--- config.mk ---
export PLATFORM = sky130hd
export DESIGN_NAME = speed_to_step_dir_pulse_generator_flat
export DESIGN_NICKNAME = d
export VERILOG_FILES = /design/src/rtl/sstep_pkg.sv /design/src/rtl/sstep_if.sv /design/src/rtl/sstep_apb_regs.sv /design/src/rtl/sstep_mul.sv /design/src/rtl/sstep_div.sv /design/src/rtl/speed_to_step_dir_pulse_generator.sv /design/src/flat_wrapper.sv
export SDC_FILE = /design/constraint.sdc
export NUM_CORES = 1
export LEC_CHECK = 0
export BUFFER_PORTS_ARGS = -buffer_cell sky130_fd_sc_hd__buf_2
export CAP_MARGIN = 20
export CORE_ASPECT_RATIO = 1.75
export CORE_MARGIN = 3
export CORE_UTILIZATION = 35
export DETAILED_ROUTE_END_ITERATION = 8
export SYNTH_ARGS = -nofsm -noshare
export SYNTH_HDL_FRONTEND = slang
export SYNTH_SLANG_ARGS = --single-unit
--- constraint.sdc ---
create_clock -name clk -period 5.85 [get_ports clk]
set_input_delay 0.8775 -clock clk [delete_from_list [all_inputs] [get_ports clk]]
set_output_delay 0.8775 -clock clk [all_outputs]
set_load 0.02 [all_outputs]
--- src/rtl/sstep_pkg.sv ---
// Shared types, constants and state encoding for the step/direction pulse generator.
package sstep_pkg;

    localparam int unsigned FREQ_W  = 19;
    localparam int unsigned CUT_W   = 16;
    localparam int unsigned SPEED_W = 17;
    localparam int unsigned MAG_W   = 16;
    localparam int unsigned CNT_W   = 20;
    localparam int unsigned QUOT_W  = 20;
    localparam int unsigned ADDR_W  = 4;
    localparam int unsigned DATA_W  = 32;

    localparam int unsigned MUL_STEPS = MAG_W;
    localparam int unsigned DIV_STEPS = QUOT_W;
    localparam int unsigned MUL_CNT_W = $clog2(MUL_STEPS);
    localparam int unsigned DIV_CNT_W = $clog2(DIV_STEPS);
    localparam int unsigned PROD_W    = CNT_W + MAG_W;

    localparam logic [QUOT_W-1:0] TICK_RATE_HZ = 20'd1000000;
    localparam logic [MAG_W-1:0]  FULL_SCALE   = 16'h8000;

    localparam logic [FREQ_W-1:0] MIN_FREQ_RST = 19'd100;
    localparam logic [FREQ_W-1:0] MAX_FREQ_RST = 19'd10000;
    localparam logic [CUT_W-1:0]  CUTOFF_RST   = 16'd328;

    typedef logic [1:0] reg_idx_t;
    localparam reg_idx_t REG_MIN_FREQ = 2'd0;
    localparam reg_idx_t REG_MAX_FREQ = 2'd1;
    localparam reg_idx_t REG_CUTOFF   = 2'd2;

    typedef logic signed [SPEED_W-1:0] speed_t;
    typedef logic [CNT_W-1:0]          count_t;
    typedef logic [FREQ_W-1:0]         freq_t;

    typedef struct packed {
        freq_t             min_freq;
        freq_t             max_freq;
        logic [CUT_W-1:0]  cutoff;
    } cfg_t;

    typedef enum logic [1:0] {
        S_IDLE,
        S_MUL,
        S_DIV,
        S_DONE
    } state_t;

endpackage

--- src/rtl/sstep_if.sv ---
// Valid/ready channel interfaces for input commands and output results.
interface sstep_in_if;
    logic                 valid;
    logic                 ready;
    logic                 func;
    sstep_pkg::speed_t    speed_cmd;

    modport source (output valid, output func, output speed_cmd, input ready);
    modport sink   (input valid, input func, input speed_cmd, output ready);
endinterface

interface sstep_out_if;
    logic                 valid;
    logic                 ready;
    logic                 step_level;
    logic                 dir_level;
    logic                 running;
    sstep_pkg::count_t    period_ticks;

    modport source (output valid, output step_level, output dir_level, output running,
                    output period_ticks, input ready);
    modport sink   (input valid, input step_level, input dir_level, input running,
                    input period_ticks, output ready);
endinterface

--- src/rtl/sstep_apb_regs.sv ---
// APB configuration registers for the step frequency range and speed cutoff.
module sstep_apb_regs (
    input  logic                        clk,
    input  logic                        rst_n,
    input  logic                        psel,
    input  logic                        penable,
    input  logic                        pwrite,
    input  logic [sstep_pkg::ADDR_W-1:0] paddr,
    input  logic [sstep_pkg::DATA_W-1:0] pwdata,
    output logic [sstep_pkg::DATA_W-1:0] prdata,
    output logic                        pready,
    output sstep_pkg::cfg_t             cfg
);
    import sstep_pkg::*;

    freq_t            min_freq_reg;
    freq_t            max_freq_reg;
    logic [CUT_W-1:0] cutoff_reg;
    reg_idx_t         idx;
    logic             wr_en;

    assign pready = 1'b1;
    assign idx    = paddr[3:2];
    assign wr_en  = psel && penable && pwrite && pready;

    always_ff @(posedge clk or negedge rst_n)
    begin
        if (!rst_n)
        begin
            min_freq_reg <= MIN_FREQ_RST;
            max_freq_reg <= MAX_FREQ_RST;
            cutoff_reg   <= CUTOFF_RST;
        end
        else if (wr_en)
        begin
            unique case (idx)
                REG_MIN_FREQ: min_freq_reg <= pwdata[FREQ_W-1:0];
                REG_MAX_FREQ: max_freq_reg <= pwdata[FREQ_W-1:0];
                REG_CUTOFF:   cutoff_reg   <= pwdata[CUT_W-1:0];
                default:      ;
            endcase
        end
    end

    always_comb
    begin
        unique case (idx)
            REG_MIN_FREQ: prdata = {{(DATA_W-FREQ_W){1'b0}}, min_freq_reg};
            REG_MAX_FREQ: prdata = {{(DATA_W-FREQ_W){1'b0}}, max_freq_reg};
            REG_CUTOFF:   prdata = {{(DATA_W-CUT_W){1'b0}}, cutoff_reg};
            default:      prdata = '0;
        endcase
    end

    assign cfg.min_freq = min_freq_reg;
    assign cfg.max_freq = max_freq_reg;
    assign cfg.cutoff   = cutoff_reg;

endmodule

--- src/rtl/sstep_mul.sv ---
// Bit-serial shift-and-add multiplier giving the scaled frequency span.
module sstep_mul (
    input  logic                         clk,
    input  logic                         rst_n,
    input  logic                         start,
    input  sstep_pkg::freq_t             span,
    input  logic [sstep_pkg::MAG_W-1:0]  mag,
    output logic                         done,
    output sstep_pkg::freq_t             scaled
);
    import sstep_pkg::*;

    logic [PROD_W-1:0]    prod_reg;
    logic [PROD_W-1:0]    prod_next;
    freq_t                span_reg;
    logic [MUL_CNT_W-1:0] cnt_reg;
    logic                 busy_reg;
    logic                 done_reg;
    logic [CNT_W-1:0]     upper;
    logic [CNT_W-1:0]     upper_sum;
    logic                 last;

    assign upper     = prod_reg[PROD_W-1:MAG_W];
    assign upper_sum = prod_reg[0] ? upper + {1'b0, span_reg} : upper;
    assign prod_next = {1'b0, upper_sum, prod_reg[MAG_W-1:1]};
    assign last      = (cnt_reg == MUL_CNT_W'(MUL_STEPS - 1));

    always_ff @(posedge clk or negedge rst_n)
    begin
        if (!rst_n)
        begin
            busy_reg <= 1'b0;
            done_reg <= 1'b0;
            cnt_reg  <= '0;
        end
        else
        begin
            done_reg <= busy_reg && last;
            if (start)
            begin
                busy_reg <= 1'b1;
                cnt_reg  <= '0;
            end
            else if (busy_reg)
            begin
                cnt_reg <= cnt_reg + 1'b1;
                if (last)
                begin
                    busy_reg <= 1'b0;
                end
            end
        end
    end

    always_ff @(posedge clk)
    begin
        if (start)
        begin
            span_reg <= span;
            prod_reg <= {{CNT_W{1'b0}}, mag};
        end
        else if (busy_reg)
        begin
            prod_reg <= prod_next;
        end
    end

    assign done   = done_reg;
    assign scaled = prod_reg[MAG_W-2+FREQ_W:MAG_W-1];

endmodule

--- src/rtl/sstep_div.sv ---
// Restoring divider, one quotient bit per cycle, dividing the tick rate by the step frequency.
module sstep_div (
    input  logic               clk,
    input  logic               rst_n,
    input  logic               start,
    input  sstep_pkg::freq_t   divisor,
    output logic               done,
    output sstep_pkg::count_t  quotient
);
    import sstep_pkg::*;

    freq_t                rem_reg;
    logic [QUOT_W-1:0]    quo_reg;
    freq_t                dvs_reg;
    logic [DIV_CNT_W-1:0] cnt_reg;
    logic                 busy_reg;
    logic                 done_reg;
    logic [FREQ_W:0]      trial;
    logic [FREQ_W:0]      diff;
    logic                 fits;
    logic                 last;

    assign trial = {rem_reg, quo_reg[QUOT_W-1]};
    assign diff  = trial - {1'b0, dvs_reg};
    assign fits  = (trial >= {1'b0, dvs_reg});
    assign last  = (cnt_reg == DIV_CNT_W'(DIV_STEPS - 1));

    always_ff @(posedge clk or negedge rst_n)
    begin
        if (!rst_n)
        begin
            busy_reg <= 1'b0;
            done_reg <= 1'b0;
            cnt_reg  <= '0;
        end
        else
        begin
            done_reg <= busy_reg && last;
            if (start)
            begin
                busy_reg <= 1'b1;
                cnt_reg  <= '0;
            end
            else if (busy_reg)
            begin
                cnt_reg <= cnt_reg + 1'b1;
                if (last)
                begin
                    busy_reg <= 1'b0;
                end
            end
        end
    end

    always_ff @(posedge clk)
    begin
        if (start)
        begin
            dvs_reg <= divisor;
            rem_reg <= '0;
            quo_reg <= TICK_RATE_HZ;
        end
        else if (busy_reg)
        begin
            rem_reg <= fits ? diff[FREQ_W-1:0] : trial[FREQ_W-1:0];
            quo_reg <= {quo_reg[QUOT_W-2:0], fits};
        end
    end

    assign done     = done_reg;
    assign quotient = quo_reg;

endmodule

--- src/rtl/speed_to_step_dir_pulse_generator.sv ---
// Top level: speed commands and timer ticks in, step, direction and period results out.
// A tick, or a speed command below the cutoff, goes straight to S_DONE after acceptance;
// a command that starts or retimes pulsing passes first through the serial multiplier and
// then the serial divider (S_MUL, S_DIV). One transaction is processed at a time, so the
// next is accepted only after the previous result has been loaded into the output registers.
// Asynchronous reset stops pulsing, clears the counters and loads the register defaults.
module speed_to_step_dir_pulse_generator (
    input  logic                          clk,
    input  logic                          rst_n,
    input  logic                          psel,
    input  logic                          penable,
    input  logic                          pwrite,
    input  logic [sstep_pkg::ADDR_W-1:0]  paddr,
    input  logic [sstep_pkg::DATA_W-1:0]  pwdata,
    output logic [sstep_pkg::DATA_W-1:0]  prdata,
    output logic                          pready,
    sstep_in_if.sink                      in_ch,
    sstep_out_if.source                   out_ch
);
    import sstep_pkg::*;

    cfg_t             cfg;
    state_t           state_reg;
    state_t           state_next;

    count_t           tick_reg;
    count_t           tick_next;
    count_t           reload_reg;
    count_t           reload_next;
    count_t           high_reg;
    count_t           high_next;
    logic             run_reg;
    logic             run_next;
    logic             dir_reg;
    logic             dir_next;

    logic             out_valid_reg;
    logic             step_out_reg;
    logic             dir_out_reg;
    logic             run_out_reg;
    count_t           period_out_reg;

    logic             accept;
    logic             out_free;
    logic             load_out;
    logic             mul_start;
    logic             mul_done;
    logic             div_start;
    logic             div_done;
    freq_t            hi_eff;
    freq_t            span;
    freq_t            scaled;
    logic [FREQ_W:0]  freq_sum;
    freq_t            freq;
    count_t           quotient;

    logic             neg;
    logic [SPEED_W-1:0] abs_val;
    logic [MAG_W-1:0] mag;
    logic             below_cut;

    sstep_apb_regs u_regs (
        .clk     (clk),
        .rst_n   (rst_n),
        .psel    (psel),
        .penable (penable),
        .pwrite  (pwrite),
        .paddr   (paddr),
        .pwdata  (pwdata),
        .prdata  (prdata),
        .pready  (pready),
        .cfg     (cfg)
    );

    assign hi_eff = (cfg.max_freq < cfg.min_freq) ? cfg.min_freq : cfg.max_freq;
    assign span   = hi_eff - cfg.min_freq;

    assign neg       = in_ch.speed_cmd[SPEED_W-1];
    assign abs_val   = neg ? (~in_ch.speed_cmd + 1'b1) : in_ch.speed_cmd;
    assign mag       = (abs_val > {1'b0, FULL_SCALE}) ? FULL_SCALE : abs_val[MAG_W-1:0];
    assign below_cut = (mag < cfg.cutoff);

    sstep_mul u_mul (
        .clk    (clk),
        .rst_n  (rst_n),
        .start  (mul_start),
        .span   (span),
        .mag    (mag),
        .done   (mul_done),
        .scaled (scaled)
    );

    assign freq_sum = {1'b0, cfg.min_freq} + {1'b0, scaled};
    assign freq     = (freq_sum[FREQ_W-1:0] == '0) ? FREQ_W'(1) : freq_sum[FREQ_W-1:0];

    sstep_div u_div (
        .clk      (clk),
        .rst_n    (rst_n),
        .start    (div_start),
        .divisor  (freq),
        .done     (div_done),
        .quotient (quotient)
    );

    assign accept   = in_ch.valid && in_ch.ready;
    assign out_free = !out_valid_reg || out_ch.ready;

    always_comb
    begin
        state_next = state_reg;
        unique case (state_reg)
            S_IDLE:
            begin
                if (accept)
                begin
                    if (in_ch.func || below_cut)
                    begin
                        state_next = S_DONE;
                    end
                    else
                    begin
                        state_next = S_MUL;
                    end
                end
            end
            S_MUL:
            begin
                if (mul_done)
                begin
                    state_next = S_DIV;
                end
            end
            S_DIV:
            begin
                if (div_done)
                begin
                    state_next = S_DONE;
                end
            end
            S_DONE:
            begin
                if (out_free)
                begin
                    state_next = S_IDLE;
                end
            end
            default: state_next = S_IDLE;
        endcase
    end

    always_comb
    begin
        in_ch.ready = 1'b0;
        mul_start   = 1'b0;
        div_start   = 1'b0;
        load_out    = 1'b0;
        unique case (state_reg)
            S_IDLE:
            begin
                in_ch.ready = 1'b1;
                mul_start   = in_ch.valid && !in_ch.func && !below_cut;
            end
            S_MUL:  div_start = mul_done;
            S_DIV:  ;
            S_DONE: load_out = out_free;
            default: ;
        endcase
    end

    always_comb
    begin
        tick_next   = tick_reg;
        reload_next = reload_reg;
        high_next   = high_reg;
        run_next    = run_reg;
        dir_next    = dir_reg;
        if (accept && in_ch.func)
        begin
            if (run_reg)
            begin
                tick_next = (tick_reg >= reload_reg) ? '0 : tick_reg + 1'b1;
            end
        end
        else if (accept)
        begin
            dir_next = !neg;
            if (below_cut)
            begin
                run_next = 1'b0;
            end
        end
        if (div_done && state_reg == S_DIV)
        begin
            reload_next = (quotient == '0) ? '0 : quotient - 1'b1;
            high_next   = quotient >> 1;
            if (!run_reg)
            begin
                tick_next = '0;
                run_next  = 1'b1;
            end
        end
    end

    always_ff @(posedge clk or negedge rst_n)
    begin
        if (!rst_n)
        begin
            state_reg     <= S_IDLE;
            tick_reg      <= '0;
            reload_reg    <= '0;
            high_reg      <= '0;
            run_reg       <= 1'b0;
            dir_reg       <= 1'b0;
            out_valid_reg <= 1'b0;
        end
        else
        begin
            state_reg  <= state_next;
            tick_reg   <= tick_next;
            reload_reg <= reload_next;
            high_reg   <= high_next;
            run_reg    <= run_next;
            dir_reg    <= dir_next;
            if (load_out)
            begin
                out_valid_reg <= 1'b1;
            end
            else if (out_ch.ready)
            begin
                out_valid_reg <= 1'b0;
            end
        end
    end

    always_ff @(posedge clk)
    begin
        if (load_out)
        begin
            step_out_reg   <= run_reg && (tick_reg < high_reg);
            dir_out_reg    <= dir_reg;
            run_out_reg    <= run_reg;
            period_out_reg <= reload_reg;
        end
    end

    assign out_ch.valid        = out_valid_reg;
    assign out_ch.step_level   = step_out_reg;
    assign out_ch.dir_level    = dir_out_reg;
    assign out_ch.running      = run_out_reg;
    assign out_ch.period_ticks = period_out_reg;

endmodule
--- src/flat_wrapper.sv ---
// flat-port wrapper written by rule: the top's interface ports become plain ports
module speed_to_step_dir_pulse_generator_flat import sstep_pkg::*;
  (clk, rst_n, psel, penable, pwrite, paddr, pwdata, prdata, pready, in_ch_valid, in_ch_func, in_ch_speed_cmd, in_ch_ready, out_ch_valid, out_ch_step_level, out_ch_dir_level, out_ch_running, out_ch_period_ticks, out_ch_ready);
  sstep_in_if in_ch_i ();
  sstep_out_if out_ch_i ();
  input  logic clk;
  input  logic rst_n;
  input  logic psel;
  input  logic penable;
  input  logic pwrite;
  input  logic [sstep_pkg::ADDR_W-1:0] paddr;
  input  logic [sstep_pkg::DATA_W-1:0] pwdata;
  output logic [sstep_pkg::DATA_W-1:0] prdata;
  output logic pready;
  input wire logic [$bits(in_ch_i.valid)-1:0] in_ch_valid;
  input wire logic [$bits(in_ch_i.func)-1:0] in_ch_func;
  input wire logic [$bits(in_ch_i.speed_cmd)-1:0] in_ch_speed_cmd;
  output wire logic [$bits(in_ch_i.ready)-1:0] in_ch_ready;
  output wire logic [$bits(out_ch_i.valid)-1:0] out_ch_valid;
  output wire logic [$bits(out_ch_i.step_level)-1:0] out_ch_step_level;
  output wire logic [$bits(out_ch_i.dir_level)-1:0] out_ch_dir_level;
  output wire logic [$bits(out_ch_i.running)-1:0] out_ch_running;
  output wire logic [$bits(out_ch_i.period_ticks)-1:0] out_ch_period_ticks;
  input wire logic [$bits(out_ch_i.ready)-1:0] out_ch_ready;
  assign in_ch_i.valid = in_ch_valid;
  assign in_ch_i.func = in_ch_func;
  assign in_ch_i.speed_cmd = in_ch_speed_cmd;
  assign in_ch_ready = in_ch_i.ready;
  assign out_ch_valid = out_ch_i.valid;
  assign out_ch_step_level = out_ch_i.step_level;
  assign out_ch_dir_level = out_ch_i.dir_level;
  assign out_ch_running = out_ch_i.running;
  assign out_ch_period_ticks = out_ch_i.period_ticks;
  assign out_ch_i.ready = out_ch_ready;
  speed_to_step_dir_pulse_generator u_core (.clk(clk), .rst_n(rst_n), .psel(psel), .penable(penable), .pwrite(pwrite), .paddr(paddr), .pwdata(pwdata), .prdata(prdata), .pready(pready), .in_ch(in_ch_i), .out_ch(out_ch_i));
endmodule
==> metrics.csv, run 1 <==
stage;metric;value;unit
run_status;status;finished, final reports clean;
floorplan;io_pins;119;
detailed_routing;wl;42310;µm
clock_network;clock_sink_count;266;
clock_network;numCtsBuffers;28;
clock_network;post_cts_buffers;0;
cells_and_area;stdcell_count;2460;
setup_path;worstPathMaxFanout;4;
cells_and_area;insertedDiodeCount;0;
setup_path;worstSetupStartpointType;flip-flop;
detailed_routing;wl_per_cell;17.20;µm
cells_and_area;final_common_cell;nand2_1;
clock_network;clk_pin_slew_worst_paths;70;ps
synth;async_flop_share;49.25;%
synth;synth_simple_gate_area_share;13.92;%
setup_path;worst-endpoint-required;6180;ps
timing;slew_viol_final;0;
synth;synthesis.area;16870;µm²
timing;hold_viol_final;0;
detailed_routing;dr.pass1.iters;5;
power;power_density;299.7;nW/µm²
placed_design;port_buffers;89;
timing;period_needed;5362;ps
timing;max_freq;186.5;MHz
timing;slew_headroom;37.25;%
setup_path;end_kind;flip-flop;
setup_path;crit_type;flip-flop to flip-flop;
cells_and_area;syn2layout_area_growth;12.93;%
global_route;grt.overflow.total;0;
cells_and_area;ff_latch_area;6766;µm²
clock_network;cts_resized;0;
clock_network;holdBufCountCts;0;
synth;synth-seq-cells;266;
timing;skew;26.49;ps
floorplan;core_region_area;47300;µm²
detailed_routing;via_per_inst;5.276;
synth;yosysWarnings;0;
timing;finalCritPeriodShare;91.66;%
setup_path;r2r_cells;21;
floorplan;fp.dieArea;50980;µm²
detailed_routing;drt_iter0_drc;556;
timing;setup_viol;0;
timing;fin_setup_tns;0;ps
floorplan;fp.dieH;296.5;µm
clock_network;cts_tree;built;
setup_path;cp.arrival;5690;ps
floorplan;initial_core_util;35.67;%
global_route;first_global_vias;13621;
detailed_routing;postRouteAntennaNets;0;
cells_and_area;layout-drive-gt1-share;14.10;%
placed_design;dp_cells;2406;
synth;synthMuxAreaShare;8.461;%
timing;rsz0062_at_grt;false;
synth;syn_area_per_cell;9.538;µm²
synth;synthCells;1769;
cells_and_area;final_cell_mix;185 x nand2_1, 154 x ha_1, 135 x o21ai_0;
synth;synth-compound-area-share;14.99;%
synth;synth_edf_count;77;
cells_and_area;multi_input_area;9344;µm²
global_route;grt_max_degree;100;
job;maxCapViolations;0;
global_route;grt_use_total;16.71;%
timing;worst_pin_slew;939.0;ps
power;ir_drop;0.2654;mV
cells_and_area;fillers;4727;
clock_network;cts_root_buffer;clkbuf_16;
detailed_routing;drc;0;
synth;synth_top_family_by_area;compound AO/OA/AOI/OAI gates;
floorplan;die_w;172.0;µm
floorplan;num_rows;105;
synth;ys_types;80;
power;p_leak;8.559;nW
timing;holdWs;132.5;ps
placed_design;dpl.hpwl;32740;µm
clock_network;clk_latency;580;ps
synth;synth_flop_cell;dfrtp_1;
global_route;grt_pass1_wl;68770;µm
cells_and_area;fin_nets;2069;
synth;synthXorXnorAreaFrac;5.666;%
synth;synth-adder-area-share;11.89;%
placed_design;routabilityCongestion;0.9102;
global_route;antenna_found_initial;1;
min_path;min_path_type;input port to async pin;
clock_network;cts_max_level;1;
detailed_routing;num_vias;12980;
clock_network;clk_path_buf_depth;3;
synth;yosysSeqAreaShare;40.10;%
cells_and_area;largest_reg_flops;35;
[where the power goes]
| part | total (mW) | internal (mW) | leakage (nW) | switching [mW] |
|---|---|---|---|---|
| registers | 2.19 | 2.09 | 2.89 | 0.100 |
| logic | 1.56 | 0.687 | 5.15 | 0.874 |
| clock network | 1.96 | 1.15 | 0.517 | 0.808 |
| total | 5.71 | 3.93 | 8.56 | 1.78 |
[cells in the mapped netlist (all sizes together) (53+ instances only)]
cell type | number | share of area [%]
a21oi | 89 | 2.7
clkbuf | 53 | 1.2
dfrtp | 120 | 18
dfxtp | 58 | 6.9
edfxtp | 77 | 14
ha | 154 | 11
inv | 130 | 2.9
mux2 | 71 | 5.0
mux2i | 59 | 3.5
nand2 | 185 | 4.1
nor2 | 112 | 2.5
o21ai | 140 | 4.2
xnor2 | 62 | 3.2
[worst max-delay path, cell delays in order (launching register included)]
cell and delay [ps]:
dfstp_2 570, inv_1 80, ha_1 270, o21ai_0 90, a2111oi_0 430, a211oi_1 130
buf_4 160, a21oi_1 210, o211ai_1 150, nand2_1 260, mux2_2 420, ha_1 270
nor2b_1 120, o21ai_0 200, a21boi_0 150, o211ai_1 280, a21oi_1 150, o311ai_0 480
buf_4 200, a21boi_0 170, o2111ai_1 220, o211ai_1 120
[final timing paths]
| kind | start | endpoint | slack, ps |
|---|---|---|---|
| worst max-delay path | u_core.u_regs.min_freq_reg[6]$_DFFE_PN1P_ | u_core.u_mul.span_reg[17]$_DFFE_PP_ | 490 |
| worst min-delay path | rst_n | u_core.high_reg[1]$_DFFE_PN0P_ | 130 |
| worst max register to register | u_core.u_regs.min_freq_reg[6]$_DFFE_PN1P_ | u_core.u_mul.span_reg[17]$_DFFE_PP_ | 490 |
| worst min register to register | u_core.reload_reg[18]$_DFFE_PN0P_ | u_core.out_ch.period_ticks[18]$_DFFE_PP_ | 450 |
| max in group asynchronous | rst_n | u_core.u_regs.min_freq_reg[12]$_DFFE_PN0P_ | 4960 |
| min in group clk | u_core.reload_reg[18]$_DFFE_PN0P_ | u_core.out_ch.period_ticks[18]$_DFFE_PP_ | 450 |
[layer usage]
metal | GRT usage (%) | vias up | share of wire (%)
met1 | 16.43 | 6221 | 36
met3 | 1.529 | 85 | 3.0
met5 | 0 | - | 0
met4 | 9.413 | 0 | 6.5
li1 | - | 6432 | -
met2 | 33.30 | 242 | 55
[cell families after synthesis]
family	after synthesis
other	2
buffers and inverters	203
xor gates and xnor gates	107
DFF	266
adders and majority gates	158
muxes	130
AOI/OAI and AO/OA	407
and+or+nand+nor	496
[per-stage QoR]
| step | cell area, µm² | power [mW] | util (%) | setup slack [ps] |
|---|---|---|---|---|
| 2_1_floorplan | 16920 | 3.336 | - | 70.59 |
| 3_3_place_gp | 17960 | 3.741 | 37.97 | 272.2 |
| 3_5_place_dp | 17960 | 3.785 | 37.97 | 183.1 |
| 4_1_cts | 19000 | 5.775 | 40.17 | 443.0 |
| 5_1_grt | 19050 | 6.019 | 40.29 | 129.5 |
| 6_report | 19050 | 5.709 | 40.29 | 487.8 |
[cell type report]
class | count | share of cell area (%)
multi-input combinational | 1312 | 49.04
sequential | 266 | 35.51
clock buffer | 42 | 4.879
tap | 588 | 3.861
timing repair buffer | 112 | 3.553
inverter | 130 | 2.561
clock inverter | 10 | 0.5910
Power figures use the tool's default switching activity.
==> run 2, diff against run 1 <==
--- a/config.mk
+++ b/config.mk
@@ -5,10 +5,9 @@
 export SDC_FILE = /design/constraint.sdc
 export NUM_CORES = 1
 export LEC_CHECK = 0
+export ABC_AREA = 1
 export BUFFER_PORTS_ARGS = -buffer_cell sky130_fd_sc_hd__buf_2
-export CAP_MARGIN = 20
 export CORE_ASPECT_RATIO = 1.75
-export CORE_MARGIN = 3
 export CORE_UTILIZATION = 35
 export DETAILED_ROUTE_END_ITERATION = 8
 export SYNTH_ARGS = -nofsm -noshare
==> run 2 against run 1 <==
Design area decreased by 0.82%. First-iteration DRC count increased by 9.5%. Synthesized area decreased by 0.10%. Sequential power increased by 37%. Total power increased by 62%. Die area decreased by 3.7%. Core utilization decreased by 0.60 points. Clock skew increased by 2.2 ps.
==> metrics.csv, run 2 <==
stage;metric;value;unit;change
run_status;status;finished, final reports clean;;
detailed_routing;drt_iter0_drc;609;;+9.5%
synth;yosysTopAreaCellShare;17.82;%;+0.018 points
detailed_routing;wl;44550;µm;+5.3%
synth;yosys-top-cells-count;425 x nand2_1, 289 x inv_1, 196 x o21ai_0;;
detailed_routing;dr.pass1.iters;7;;+2
detailed_routing;drc;0;;unchanged
global_route;antenna_found_initial;0;;-1
timing;worst_pin_slew;1150;ps;+210.9 ps
clock_network;post_cts_buffers;0;;unchanged
clock_network;clk_path_buf_depth;3;;unchanged
job;maxCapViolations;0;;unchanged
cells_and_area;layout-drive-gt1-share;8.352;%;-5.8 points
clock_network;clk_pin_slew_worst_paths;60;ps;about the same
floorplan;fp.dieArea;49070;µm²;-3.7%
setup_path;slowest_delay;910;ps;+340 ps
global_route;grt.overflow.total;0;;unchanged
cells_and_area;insertedDiodeCount;0;;unchanged
synth;synth-seq-cells;266;;unchanged
floorplan;num_rows;106;;+0.95%
setup_path;cp.arrival;5640;ps;-50 ps
cells_and_area;final_common_cell;nand2_1;;
detailed_routing;num_vias;14328;;+10%
synth;synth_flop_cell;dfrtp_1;;
setup_path;crit_end;u_core.u_mul.span_reg[12]$_DFFE_PP_;;
min_path;min_path_type;input port to async pin;;
setup_path;r2r_start;u_core.u_regs.min_freq_reg[18]$_DFFE_PN0P_;;
cells_and_area;final_core_util;39.69;%;-0.60 points
power;ir_drop;0.2582;mV;-2.7%
setup_path;cp_common_cell;a21oi_1;;
setup_path;worst-endpoint-required;6160;ps;-20 ps
clock_network;clock_sink_count;266;;unchanged
floorplan;initial_core_util;35.40;%;-0.27 points
synth;synthesis.area;16850;µm²;-0.10%
placed_design;dpl.hpwl;34940;µm;+6.7%
synth;yosysSeqAreaShare;40.14;%;+0.042 points
timing;slew_headroom;21.36;%;-16 points
setup_path;r2r_cells;23;;+9.5%
cells_and_area;syn2layout_area_growth;12.12;%;
synth;ys_types;55;;-31%
synth;synthTopCellsByArea;dfrtp_1 18%, edfxtp_1 14%, ha_1 11%;;
setup_path;critical-path-top-delay-family;compound AO/OA/AOI/OAI gates;;
setup_path;worstPathMaxFanout;12;;+8
synth;syn_area_per_cell;7.962;µm²;-17%
clock_network;clk_latency;570;ps;about the same
timing;slew_viol_final;0;;unchanged
timing;fin_setup_tns;0;ps;unchanged
clock_network;cts_tree;built;;
floorplan;core_region_area;47610;µm²;+0.67%
timing;rsz0062_at_grt;false;;
global_route;grt_pass1_wl;72010;µm;+4.7%
synth;synth_top_area_cell;dfrtp_1;;
clock_network;cts_max_level;1;;unchanged
setup_path;r2r_slack;510;ps;+20 ps
placed_design;port_buffers;89;;unchanged
clock_network;cts_resized;0;;unchanged
setup_path;crit_path_start;u_core.u_regs.min_freq_reg[18]$_DFFE_PN0P_;;
global_route;first_global_vias;14662;;+7.6%
cells_and_area;fillers;4902;;+3.7%
power;p_leak;8.873;nW;+3.7%
setup_path;r2r-end;u_core.u_mul.span_reg[12]$_DFFE_PP_;;
clock_network;numCtsBuffers;28;;unchanged
floorplan;io_pins;119;;unchanged
setup_path;cp.buffers_inverters;4;;+1
timing;finalCritPeriodShare;91.26;%;-0.40 points
detailed_routing;postRouteAntennaNets;0;;unchanged
setup_path;crit_slowest_cell;a2111oi_0;;
cells_and_area;fin_nets;2412;;+17%
floorplan;die_w;167.9;µm;-2.4%
setup_path;end_kind;flip-flop;;
setup_path;worstSetupStartpointType;flip-flop;;
setup_path;crit_type;flip-flop to flip-flop;;
setup_path;critical_path_depth;23;;+9.5%
cells_and_area;multi_input_area;8707;µm²;-6.8%
synth;yosysWarnings;0;;unchanged
synth;async_flop_share;49.25;%;unchanged
clock_network;holdBufCountCts;0;;unchanged
timing;setup_viol;0;;unchanged
synth;synth.most_common_cell;nand2_1;;
timing;skew;28.73;ps;+2.240 ps
synth;synth_edf_count;77;;unchanged
detailed_routing;via_per_inst;5.101;;-3.3%
placed_design;routabilityCongestion;0.9379;;+3.0%
power;power_density;489.2;nW/µm²;+63%
global_route;grt_use_total;18.33;%;+1.6 points
detailed_routing;wl_per_cell;15.86;µm;-7.8%
timing;period_needed;5339;ps;-23.26 ps
cells_and_area;ff_latch_area;6765;µm²;about the same
cells_and_area;final_cell_mix;425 x nand2_1, 289 x inv_1, 195 x o21ai_0;;
timing;max_freq;187.3;MHz;+0.44%
clock_network;cts_root_buffer;clkbuf_16;;
synth;synthCells;2117;;+20%
floorplan;fp.dieH;292.3;µm;-1.4%
cells_and_area;largest_reg_flops;35;;unchanged
global_route;grt_max_degree;79;;-21%
timing;hold_viol_final;0;;unchanged
setup_path;worstPathCellList;inv_1 -> ha_1 -> nand2_1 -> inv_1 -> nand3_1 -> a21oi_1 -> a2111oi_0 -> buf_4 -> o311ai_4 -> o21ai_0 -> ha_1 -> inv_1 -> fa_1 -> a21o_1 -> a21oi_1 -> o21ai_0 -> a21oi_1 -> o21bai_1 -> a21oi_1 -> o21ai_0 -> a21o_1 -> a21oi_1 -> xnor2_1;;
## run 2: cell types whose count changed in the layout (fill, tap and decap cells not counted), moves of 23 or more
cell	delta
a21o_1	-36
a21oi_1	+67
a31oi_1	-26
inv_1	+159
mux2_2	-56
mux2i_1	-58
nand2_1	+240
nand3_1	+55
nor2_1	+53
o21ai_0	+60
o22ai_1	+38
or3_1	-23
xnor2_1	-32
## run 2: how the worst min path moves through the flow
stage | start | end | cells after the start
after floorplan | u_core.u_div.quotient[0]$_SDFFE_PP0P_ | u_core.reload_reg[0]$_DFFE_PN0P_ | 1
after CTS | rst_n | u_core.dir_reg$_DFFE_PN0P_ | 1
after global placement | u_core.reload_reg[4]$_DFFE_PN0P_ | u_core.out_ch.period_ticks[4]$_DFFE_PP_ | 0
after detailed placement | u_core.reload_reg[2]$_DFFE_PN0P_ | u_core.out_ch.period_ticks[2]$_DFFE_PP_ | 0
final | rst_n | u_core.dir_reg$_DFFE_PN0P_ | 1
after global routing | rst_n | u_core.dir_reg$_DFFE_PN0P_ | 1
## run 2: layout make-up
cell class / instances / area share [%]
clock buffers: 44 / 4.966
clock inverters: 8 / 0.4039
flip-flops and latches: 266 / 35.80
multi-input cells: 1499 / 46.08
well taps: 594 / 3.933
inverters: 295 / 5.873
repair buffers: 103 / 2.946
## run 2: cell families (layout without fill, tap and decap cells)
kind of cell,Yosys count,count (layout),share of synthesized area [%]
simple gates,756,756,18.59
other cells,2,14,0.04456
xor+xnor,86,86,4.469
fa+ha+maj,158,158,11.91
buf+inv,364,450,8.611
mux,1,1,0.05939
compound gates,484,484,16.18
flops,266,266,40.14
## run 2: power by group
part           internal, mW  leakage [nW]  switching, mW  total, mW
registers              2.57          2.90          0.428       3.00
clock network          1.15         0.499          0.763       1.91
logic                  1.61          5.47           2.73       4.34
## run 2: metrics by stage
stage          setup WS, ps  cell area [µm²]  total power, mW  std cells  hold slack, ps
2_1_floorplan          1413            16900            6.165       2129           422.9
3_3_place_gp          467.2            17880            7.255       2757           431.4
3_5_place_dp          373.0            17880            7.377       2757           429.8
4_1_cts               508.5            18900            9.343       2809           358.8
5_1_grt               252.7            18900            10.03       2809           390.0
6_report              511.1            18900            9.245       2809           328.6
## run 2: per-layer routing
layer	vias up	global-route usage, %	wire length [µm]
met1	6710	17.50	15960
met2	271	36.24	24190
met3	107	1.662	1158
met5	-	0	0
met4	0	12.75	3247
li1	7240	-	-
## run 2: worst register-to-register path, cell delays in order (launching register included)
cell and delay [ps]:
dfrtp_1 440, inv_1 110, ha_1 300, nand2_1 90, inv_1 40, nand3_1 220
a21oi_1 90, a2111oi_0 910, buf_4 270, o311ai_4 160, o21ai_0 220, ha_1 170
inv_1 60, fa_1 400, a21o_1 180, a21oi_1 190, o21ai_0 230, a21oi_1 190
o21bai_1 100, a21oi_1 170, o21ai_0 160, a21o_1 190, a21oi_1 150, xnor2_1 80
